**config.mk**
```make
export PLATFORM = sky130hd
export DESIGN_NAME = pidf_controller_with_limits
export DESIGN_NICKNAME = d
export VERILOG_FILES = /design/src/pidf_pkg.sv /design/src/pidf_controller_with_limits.sv /design/src/pidf_shift_engine.sv
export SDC_FILE = /design/constraint.sdc
export NUM_CORES = 2
export LEC_CHECK = 0
export ABC_AREA = 1
export BUFFER_PORTS_ARGS = -buffer_cell sky130_fd_sc_hd__buf_2
export CAP_MARGIN = 0
export CORE_MARGIN = 5
export CORE_UTILIZATION = 40
export CTS_CLUSTER_DIAMETER = 40
export DETAILED_ROUTE_END_ITERATION = 16
export MAX_ROUTING_LAYER = met4
export PLACE_DENSITY = 0.58
export REMOVE_ABC_BUFFERS = 1
export SYNTH_ARGS = -nofsm -noshare
export SYNTH_HDL_FRONTEND = slang
export SYNTH_HIERARCHICAL = 1
export SYNTH_SLANG_ARGS = --single-unit
```
**constraint.sdc**
```tcl
create_clock -name clk -period 27.6 [get_ports clk]
set_clock_uncertainty 0.2 [all_clocks]
set_input_delay 0 -clock clk [delete_from_list [all_inputs] [get_ports clk]]
set_output_delay 0 -clock clk [all_outputs]
set_load 0.005 [all_outputs]
```
**src/pidf_pkg.sv**
```systemverilog
// Package for the PIDF controller: fixed build settings, register indexes,
// operation codes and shared helper types and functions.
// No dependencies.
package pidf_pkg;

  localparam int unsigned TICKS_PER_SECOND = 1000;
  localparam int unsigned MIN_PERIOD_TICKS = 20;
  localparam int unsigned SETPOINT_RANGE   = 0;

  localparam int unsigned NUM_STEPS = 64;
  localparam int unsigned CNT_W     = $clog2(NUM_STEPS);

  localparam logic [46:0] WIDE_LIM = 47'h7FFF_FFFF_FFFF;

  localparam logic [3:0] REG_GAIN_P       = 4'd0;
  localparam logic [3:0] REG_GAIN_I       = 4'd1;
  localparam logic [3:0] REG_GAIN_D       = 4'd2;
  localparam logic [3:0] REG_GAIN_F       = 4'd3;
  localparam logic [3:0] REG_INT_LIMIT    = 4'd4;
  localparam logic [3:0] REG_OUTPUT_LOW   = 4'd5;
  localparam logic [3:0] REG_OUTPUT_HIGH  = 4'd6;
  localparam logic [3:0] REG_FILTER       = 4'd7;

  localparam logic [3:0] OP_IE_MUL = 4'd0;
  localparam logic [3:0] OP_IE_DIV = 4'd1;
  localparam logic [3:0] OP_RATE   = 4'd2;
  localparam logic [3:0] OP_F_MUL  = 4'd3;
  localparam logic [3:0] OP_P_MUL  = 4'd4;
  localparam logic [3:0] OP_D_MUL  = 4'd5;
  localparam logic [3:0] OP_I_MUL  = 4'd6;
  localparam logic [3:0] OP_FL_MUL = 4'd7;
  localparam logic [3:0] OP_FR_MUL = 4'd8;

  typedef struct packed {
    logic start;
    logic is_div;
  } eng_cmd_t;

  typedef struct packed {
    logic busy;
    logic done;
  } eng_stat_t;

  function automatic logic [31:0] mag32(input logic signed [31:0] v);
    mag32 = v[31] ? 32'(-v) : 32'(v);
  endfunction

  function automatic logic [46:0] sat47(input logic [63:0] m);
    sat47 = (|m[63:47]) ? WIDE_LIM : m[46:0];
  endfunction

  function automatic logic signed [47:0] with_sign(input logic neg, input logic [46:0] m);
    with_sign = neg ? -$signed({1'b0, m}) : $signed({1'b0, m});
  endfunction

endpackage

```
**src/pidf_controller_with_limits.sv**
```systemverilog
// PIDF controller with integral clamp, output limits and output filter, Q16.16.
// Top level; depends on pidf_pkg and pidf_shift_engine.
// A word whose elapsed ticks are too few, or the first word after reset, is answered
// straight from the decision state without any arithmetic; a computed update, and more
// so one with the output filter on, is slower, because every product and quotient runs
// through one shared bit-serial multiply/divide unit at 64 steps per operation. One word
// is in work at a time; in_ready is high while the controller is idle, also while a
// result still waits on the output.
module pidf_controller_with_limits (
  input  logic               clk,
  input  logic               rst_n,
  input  logic               in_valid,
  output logic               in_ready,
  input  logic signed [31:0] in_measured,
  input  logic signed [31:0] in_target,
  input  logic [31:0]        in_now_tick,
  output logic               out_valid,
  input  logic               out_ready,
  output logic signed [31:0] out_drive,
  output logic               out_updated,
  input  logic               cfg_valid,
  output logic               cfg_ready,
  input  logic [3:0]         cfg_index,
  input  logic [31:0]        cfg_data
);
  import pidf_pkg::*;

  localparam logic [2:0] ST_IDLE   = 3'd0;
  localparam logic [2:0] ST_DECIDE = 3'd1;
  localparam logic [2:0] ST_LOAD   = 3'd2;
  localparam logic [2:0] ST_BUSY   = 3'd3;
  localparam logic [2:0] ST_LIMIT  = 3'd4;
  localparam logic [2:0] ST_COMMIT = 3'd5;
  localparam logic [2:0] ST_OUT    = 3'd6;

  logic signed [31:0] gain_p_r, gain_i_r, gain_d_r, gain_f_r;
  logic [30:0]        int_limit_r;
  logic signed [31:0] out_low_r, out_high_r;
  logic [15:0]        filter_r;

  logic signed [31:0] meas_r, tgt_r;
  logic [31:0]        now_r;
  logic signed [47:0] isum_r, isum_new_r;
  logic signed [31:0] prev_err_r, last_drive_r;
  logic [31:0]        last_tick_r;
  logic               first_r;
  logic signed [47:0] rate_r;
  logic [63:0]        tmp_r;
  logic signed [49:0] res_r, fa_r;
  logic               restore_r, neg_r;
  logic signed [31:0] final_r, pend_drive_r;
  logic               pend_upd_r;
  logic [3:0]         op_r;
  logic [2:0]         state_r;
  logic               out_valid_r, out_updated_r;
  logic signed [31:0] out_drive_r;

  eng_cmd_t  eng_cmd;
  eng_stat_t eng_stat;
  logic [31:0] eng_a;
  logic [63:0] eng_b;
  logic        op_neg, op_div;
  logic [32:0] eng_acc;
  logic [63:0] eng_quo;

  logic signed [32:0] tdiff;
  logic signed [31:0] err;
  logic [31:0]        el;
  logic signed [32:0] ediff;
  logic [32:0]        edmag;
  logic signed [33:0] sp, sp_lo, sp_hi, meas34, tgt34;
  logic [33:0]        spmag;
  logic [46:0]        tmag;
  logic signed [47:0] term, qsgn;
  logic signed [48:0] isum_add;
  logic signed [47:0] isum_sat;
  logic signed [49:0] iterm, ilim50;
  logic               iclamp;
  logic signed [49:0] lo50, hi50, lres;
  logic               lhit;
  logic signed [31:0] lres32;
  logic signed [49:0] fb;
  logic signed [50:0] fsum, fadj;
  logic signed [31:0] filt;

  pidf_shift_engine u_engine (
    .clk   (clk),
    .rst_n (rst_n),
    .cmd   (eng_cmd),
    .opa   (eng_a),
    .opb   (eng_b),
    .stat  (eng_stat),
    .acc   (eng_acc),
    .quo   (eng_quo)
  );

  always_comb begin
    tdiff  = $signed({tgt_r[31], tgt_r}) - $signed({meas_r[31], meas_r});
    if (tdiff > 33'sd2147483647) begin
      err = 32'sh7FFF_FFFF;
    end else if (tdiff < -33'sd2147483648) begin
      err = 32'sh8000_0000;
    end else begin
      err = tdiff[31:0];
    end
    el     = now_r - last_tick_r;
    ediff  = $signed({err[31], err}) - $signed({prev_err_r[31], prev_err_r});
    edmag  = ediff[32] ? 33'(-ediff) : 33'(ediff);
    meas34 = 34'(meas_r);
    tgt34  = 34'(tgt_r);
    sp_lo  = meas34 - $signed(34'(SETPOINT_RANGE));
    sp_hi  = meas34 + $signed(34'(SETPOINT_RANGE));
    sp     = tgt34;
    if (SETPOINT_RANGE != 0) begin
      if (tgt34 > sp_hi) begin
        sp = sp_hi;
      end else if (tgt34 < sp_lo) begin
        sp = sp_lo;
      end
    end
    spmag = sp[33] ? 34'(-sp) : 34'(sp);
  end

  always_comb begin
    eng_a  = '0;
    eng_b  = '0;
    op_neg = 1'b0;
    op_div = 1'b0;
    unique case (op_r)
      OP_IE_MUL: begin
        eng_a  = mag32(err);
        eng_b  = {32'd0, el};
        op_neg = err[31];
      end
      OP_IE_DIV: begin
        eng_a  = 32'(TICKS_PER_SECOND);
        eng_b  = tmp_r;
        op_neg = neg_r;
        op_div = 1'b1;
      end
      OP_RATE: begin
        eng_a  = el;
        eng_b  = {31'd0, edmag} * 64'(TICKS_PER_SECOND);
        op_neg = ediff[32];
        op_div = 1'b1;
      end
      OP_F_MUL: begin
        eng_a  = mag32(gain_f_r);
        eng_b  = {30'd0, spmag};
        op_neg = gain_f_r[31] ^ sp[33];
      end
      OP_P_MUL: begin
        eng_a  = mag32(gain_p_r);
        eng_b  = {32'd0, mag32(err)};
        op_neg = gain_p_r[31] ^ err[31];
      end
      OP_D_MUL: begin
        eng_a  = mag32(gain_d_r);
        eng_b  = rate_r[47] ? 64'(-rate_r) : 64'(rate_r);
        op_neg = gain_d_r[31] ^ rate_r[47];
      end
      OP_I_MUL: begin
        eng_a  = mag32(gain_i_r);
        eng_b  = isum_new_r[47] ? 64'(-isum_new_r) : 64'(isum_new_r);
        op_neg = gain_i_r[31] ^ isum_new_r[47];
      end
      OP_FL_MUL: begin
        eng_a  = mag32(last_drive_r);
        eng_b  = {48'd0, filter_r};
        op_neg = last_drive_r[31];
      end
      OP_FR_MUL: begin
        eng_a  = mag32(final_r);
        eng_b  = 64'(17'h10000 - {1'b0, filter_r});
        op_neg = final_r[31];
      end
      default: begin
        eng_a  = '0;
      end
    endcase
    eng_cmd.start  = (state_r == ST_LOAD);
    eng_cmd.is_div = op_div;
  end

  always_comb begin
    tmag     = sat47({1'b0, eng_acc[14:0], eng_quo[63:16]});
    term     = with_sign(neg_r, tmag);
    qsgn     = with_sign(neg_r, sat47(eng_quo));
    isum_add = 49'(isum_r) + 49'(qsgn);
    if (isum_add > $signed({2'b00, WIDE_LIM})) begin
      isum_sat = $signed({1'b0, WIDE_LIM});
    end else if (isum_add < -$signed({2'b00, WIDE_LIM})) begin
      isum_sat = -$signed({1'b0, WIDE_LIM});
    end else begin
      isum_sat = isum_add[47:0];
    end
    ilim50 = $signed({19'd0, int_limit_r});
    iterm  = 50'(term);
    iclamp = (int_limit_r != '0) && !((-ilim50 < iterm) && (iterm < ilim50));
    if (iclamp) begin
      if (iterm > ilim50) begin
        iterm = ilim50;
      end else if (iterm < -ilim50) begin
        iterm = -ilim50;
      end
    end
    lo50 = 50'(out_low_r);
    hi50 = 50'(out_high_r);
    lres = res_r;
    lhit = (out_low_r != out_high_r) && !((lo50 < res_r) && (res_r < hi50));
    if (lhit) begin
      if (res_r > hi50) begin
        lres = hi50;
      end else if (res_r < lo50) begin
        lres = lo50;
      end
    end
    if (lres > 50'sd2147483647) begin
      lres32 = 32'sh7FFF_FFFF;
    end else if (lres < -50'sd2147483648) begin
      lres32 = 32'sh8000_0000;
    end else begin
      lres32 = lres[31:0];
    end
    fb   = neg_r ? -$signed({1'b0, eng_quo[48:0]}) : $signed({1'b0, eng_quo[48:0]});
    fsum = 51'(fa_r) + 51'(fb);
    fadj = fsum[50] ? (fsum + 51'sd65535) : fsum;
    filt = 32'(fadj >>> 16);
  end

  always_ff @(posedge clk) begin
    if (!rst_n) begin
      gain_p_r    <= '0;
      gain_i_r    <= '0;
      gain_d_r    <= '0;
      gain_f_r    <= '0;
      int_limit_r <= '0;
      out_low_r   <= '0;
      out_high_r  <= '0;
      filter_r    <= '0;
    end else if (cfg_valid) begin
      unique case (cfg_index)
        REG_GAIN_P:      gain_p_r    <= cfg_data;
        REG_GAIN_I:      gain_i_r    <= cfg_data;
        REG_GAIN_D:      gain_d_r    <= cfg_data;
        REG_GAIN_F:      gain_f_r    <= cfg_data;
        REG_INT_LIMIT:   int_limit_r <= cfg_data[30:0];
        REG_OUTPUT_LOW:  out_low_r   <= cfg_data;
        REG_OUTPUT_HIGH: out_high_r  <= cfg_data;
        REG_FILTER:      filter_r    <= cfg_data[15:0];
        default: begin
        end
      endcase
    end
  end

  always_ff @(posedge clk) begin
    if (!rst_n) begin
      state_r      <= ST_IDLE;
      op_r         <= OP_IE_MUL;
      first_r      <= 1'b1;
      isum_r       <= '0;
      prev_err_r   <= '0;
      last_drive_r <= '0;
      last_tick_r  <= '0;
      out_valid_r  <= 1'b0;
    end else begin
      if (state_r == ST_OUT && (!out_valid_r || out_ready)) begin
        out_valid_r <= 1'b1;
      end else if (out_valid_r && out_ready) begin
        out_valid_r <= 1'b0;
      end
      unique case (state_r)
        ST_IDLE: begin
          if (in_valid) begin
            meas_r  <= in_measured;
            tgt_r   <= in_target;
            now_r   <= in_now_tick;
            state_r <= ST_DECIDE;
          end
        end
        ST_DECIDE: begin
          if (first_r) begin
            prev_err_r   <= err;
            last_drive_r <= '0;
            last_tick_r  <= now_r;
            first_r      <= 1'b0;
            pend_drive_r <= '0;
            pend_upd_r   <= 1'b0;
            state_r      <= ST_OUT;
          end else if (el == '0 || el < 32'(MIN_PERIOD_TICKS)) begin
            pend_drive_r <= last_drive_r;
            pend_upd_r   <= 1'b0;
            state_r      <= ST_OUT;
          end else begin
            op_r    <= OP_IE_MUL;
            state_r <= ST_LOAD;
          end
        end
        ST_LOAD: begin
          neg_r   <= op_neg;
          state_r <= ST_BUSY;
        end
        ST_BUSY: begin
          if (eng_stat.done) begin
            unique case (op_r)
              OP_IE_MUL: begin
                tmp_r   <= eng_quo;
                op_r    <= OP_IE_DIV;
                state_r <= ST_LOAD;
              end
              OP_IE_DIV: begin
                isum_new_r <= isum_sat;
                op_r       <= OP_RATE;
                state_r    <= ST_LOAD;
              end
              OP_RATE: begin
                rate_r  <= qsgn;
                op_r    <= OP_F_MUL;
                state_r <= ST_LOAD;
              end
              OP_F_MUL: begin
                res_r   <= 50'(term);
                op_r    <= OP_P_MUL;
                state_r <= ST_LOAD;
              end
              OP_P_MUL: begin
                res_r   <= res_r + 50'(term);
                op_r    <= OP_D_MUL;
                state_r <= ST_LOAD;
              end
              OP_D_MUL: begin
                res_r   <= res_r + 50'(term);
                op_r    <= OP_I_MUL;
                state_r <= ST_LOAD;
              end
              OP_I_MUL: begin
                res_r     <= res_r + iterm;
                restore_r <= iclamp;
                state_r   <= ST_LIMIT;
              end
              OP_FL_MUL: begin
                fa_r    <= fb;
                op_r    <= OP_FR_MUL;
                state_r <= ST_LOAD;
              end
              OP_FR_MUL: begin
                final_r <= filt;
                state_r <= ST_COMMIT;
              end
              default: begin
                state_r <= ST_IDLE;
              end
            endcase
          end
        end
        ST_LIMIT: begin
          final_r   <= lres32;
          restore_r <= restore_r | lhit;
          if (filter_r != '0) begin
            op_r    <= OP_FL_MUL;
            state_r <= ST_LOAD;
          end else begin
            state_r <= ST_COMMIT;
          end
        end
        ST_COMMIT: begin
          last_drive_r <= final_r;
          last_tick_r  <= now_r;
          prev_err_r   <= err;
          if (!restore_r) begin
            isum_r <= isum_new_r;
          end
          pend_drive_r <= final_r;
          pend_upd_r   <= 1'b1;
          state_r      <= ST_OUT;
        end
        ST_OUT: begin
          if (!out_valid_r || out_ready) begin
            state_r <= ST_IDLE;
          end
        end
        default: begin
          state_r <= ST_IDLE;
        end
      endcase
    end
  end

  always_ff @(posedge clk) begin
    if (state_r == ST_OUT && (!out_valid_r || out_ready)) begin
      out_drive_r   <= pend_drive_r;
      out_updated_r <= pend_upd_r;
    end
  end

  assign in_ready    = (state_r == ST_IDLE);
  assign cfg_ready   = 1'b1;
  assign out_valid   = out_valid_r;
  assign out_drive   = out_drive_r;
  assign out_updated = out_updated_r;

`ifndef NO_ASSERTIONS
  a_done_in_busy: assert property (@(posedge clk) disable iff (!rst_n)
    eng_stat.done |-> state_r == ST_BUSY)
    else $error("engine finished outside the busy state");
  a_accept_decide: assert property (@(posedge clk) disable iff (!rst_n)
    (in_valid && in_ready) |=> state_r == ST_DECIDE)
    else $error("accepted word not followed by decision");
  a_idle_quiet: assert property (@(posedge clk) disable iff (!rst_n)
    state_r == ST_IDLE |-> !eng_stat.busy)
    else $error("engine running while idle");
`endif

endmodule

```
**src/pidf_shift_engine.sv**
```systemverilog
// Bit-serial unsigned multiply and restoring divide unit, one bit per cycle.
// Depends on pidf_pkg.
module pidf_shift_engine (
  input  logic                clk,
  input  logic                rst_n,
  input  pidf_pkg::eng_cmd_t  cmd,
  input  logic [31:0]         opa,
  input  logic [63:0]         opb,
  output pidf_pkg::eng_stat_t stat,
  output logic [32:0]         acc,
  output logic [63:0]         quo
);
  import pidf_pkg::*;

  logic [32:0]      acc_r, acc_nxt;
  logic [63:0]      q_r, q_nxt;
  logic [31:0]      m_r;
  logic             div_r;
  logic             busy_r, done_r;
  logic [CNT_W-1:0] cnt_r;
  logic [32:0]      add_sum;
  logic [32:0]      shl;
  logic [33:0]      sub_d;

  always_comb begin
    add_sum = acc_r + (q_r[0] ? {1'b0, m_r} : 33'd0);
    shl     = {acc_r[31:0], q_r[63]};
    sub_d   = {1'b0, shl} - {2'b00, m_r};
    if (div_r) begin
      if (!sub_d[33]) begin
        acc_nxt = sub_d[32:0];
        q_nxt   = {q_r[62:0], 1'b1};
      end else begin
        acc_nxt = shl;
        q_nxt   = {q_r[62:0], 1'b0};
      end
    end else begin
      acc_nxt = {1'b0, add_sum[32:1]};
      q_nxt   = {add_sum[0], q_r[63:1]};
    end
  end

  always_ff @(posedge clk) begin
    if (!rst_n) begin
      busy_r <= 1'b0;
      done_r <= 1'b0;
      cnt_r  <= '0;
    end else begin
      done_r <= 1'b0;
      if (cmd.start) begin
        busy_r <= 1'b1;
        cnt_r  <= '0;
      end else if (busy_r) begin
        cnt_r <= cnt_r + 1'b1;
        if (cnt_r == CNT_W'(NUM_STEPS - 1)) begin
          busy_r <= 1'b0;
          done_r <= 1'b1;
        end
      end
    end
  end

  always_ff @(posedge clk) begin
    if (cmd.start) begin
      acc_r <= '0;
      q_r   <= opb;
      m_r   <= opa;
      div_r <= cmd.is_div;
    end else if (busy_r) begin
      acc_r <= acc_nxt;
      q_r   <= q_nxt;
    end
  end

  assign stat.busy = busy_r;
  assign stat.done = done_r;
  assign acc       = acc_r;
  assign quo       = q_r;

endmodule

```
==> results_dict.tcl <==
set metrics [dict create \
    num_io_pins 173 \
    drt_iter0_markers 10800 \
    min_path_cells 4 \
    fillCellCount 21100 \
    cts_tree "built" \
    syn_inst 12200 \
    rsz0062_at_grt "no" \
    cap_violations 0 \
    critPathTopFamily "adder cells" \
    final_nets 13500 \
    reg2reg_from "tgt_r[0]" \
    htreeDepth 4 \
    drive_above_1_share 0.0762 \
    drc_errors 0 \
    synth.cell_area_mm2 0.0847 \
    rows 168 \
    grt_pass1_vias 84200 \
    vias_per_cell 5.67 \
    finalMaxSlewViolations 0 \
    antenna_found_initial 43 \
    portBuffers 171 \
    clock-root-buffer "clkbuf_16" \
    fin_setup_tns_ps 0 \
    ctsHoldBuffers 299 \
    final_common_cell "nand2_1" \
    wl_um 374000 \
    utilization 0.472 \
    crit_path_max_incr_delay_ps 700 \
    cpMostUsedCell "nand2_1" \
    path_max_fanout 39 \
    grt.overflow.total 0 \
    die-area_mm2 0.221 \
    reg2reg_to "u_engine/quo[40]" \
    pre_cts_slack_ps 14360 \
    final_cell_mix "nand2_1 (2451), inv_1 (1744), nor2_1 (1384)" \
    tightest_slew_ps 1340 \
    hold_violations 0 \
    grt_usage 0.334 \
    clk_pin_slew_ps 50 \
    initial_core_util 0.403 \
    wl_per_cell_um 23.9 \
    post_cts_resized 0 \
    timing.final.ws_setup_ps 14310 \
    period_share 0.481 \
    insertion_delay_ps 880 \
    synth_area_per_cell_um2 6.91 \
    status "completed" \
    gp_congestion 1.01 \
    cts_buffer_depth 3 \
    dpl.hpwl_um 287000 \
    cpMaxStageDelayCell "clkinv_1" \
    grt_start_max_net_pins 95 \
    reg2reg_slack_ps 14310 \
    areaGrowthSynthToFinish_pct 17.1 \
    hp-class "in -> reg" \
    worstSetupStartpointType "flip-flop" \
    hold_ws_ps 41.4 \
    worstPathArrival_ps 13700 \
    max_freq_mhz 75.3 \
    grt_pass1_wl_um 548000 \
    worstPathRequired_ps 28010 \
    clkSinkCount 986 \
    min_period_ps 13290 \
    antenna_left 0 \
    cts_buffers 210 \
    crit_path_end_kind "flip-flop" \
    dr.pass1.iters 7 \
    chipWidth_um 470 \
    hold_end "gain_i_r[22]" \
    path_buf_inv 13 \
    ff2ff_path_depth 62 \
    setup_violations 0 \
    vias 89000 \
    relSlewSlack 0.0991 \
    coreArea_mm2 0.210 \
    chipHeight_um 470 \
    hold_start "rst_n" \
    worstSetupPathType "reg -> reg" \
    post-cts-setup-buffers 0 \
    ys_warn_count 6 \
]
==> registers in the layout, summed over array words and instances, names as in the netlist, 33 cells and up <==
register / cells
fa_r: 50
res_r: 50
u_engine/acc: 33
isum_new_r: 48
u_engine/quo: 64
isum_r: 48
tmp_r: 64
rate_r: 48
==> per-layer routing <==
layer  GRT usage  up-vias  part of all wire
met1       0.434    42000              0.42
met3      0.0593      833             0.089
met5           -        -                 0
li1            -    41900                 -
met4       0.155        0             0.055
met2       0.505     4301              0.44
==> worst reg2reg max path: cells and delay by family (launching register included) <==
kind,cells,cell delay (ps)
buf+inv,13,2500
fa+ha+maj,9,3750
compound gates,12,2530
xor+xnor,1,450
simple gates,27,3330
flops,1,340
==> through the flow <==
| stage | instances | area, µm² |
|---|---|---|
| after floorplan | 11900 | 83100 |
| after global placement | 15000 | 88500 |
| after detailed placement | 15000 | 88500 |
| after CTS | 15700 | 99000 |
| after global routing | 15700 | 99100 |
| final | 15700 | 99100 |
==> how the worst max path moves through the flow <==
stage | start | cells past startpoint | endpoint
after detailed placement | tgt_r[0] | 62 | u_engine/quo[40]
after global placement | tgt_r[0] | 62 | u_engine/quo[40]
after floorplan | state_r[1] | 6 | u_engine/busy_r
after global routing | tgt_r[0] | 62 | u_engine/quo[40]
after CTS | tgt_r[0] | 62 | u_engine/quo[40]
final | tgt_r[0] | 62 | u_engine/quo[40]
==> cell type report <==
| type | instances | area, µm² | share of cell area |
|---|---|---|---|
| diodes | 30 | 75.1 | 0.000757 |
| clock inverters | 165 | 2050 | 0.0207 |
| inverters | 1798 | 6760 | 0.0682 |
| well taps | 2805 | 3510 | 0.0354 |
| flip-flops and latches | 986 | 25300 | 0.255 |
| repair buffers | 587 | 4730 | 0.0478 |
| multi-input cells | 9075 | 51200 | 0.517 |
| clock buffers | 237 | 5470 | 0.0552 |
Power is left out: the tool's default activity adds up to more than one toggle a clock period on the data nets, which glitch-free logic cannot reach.
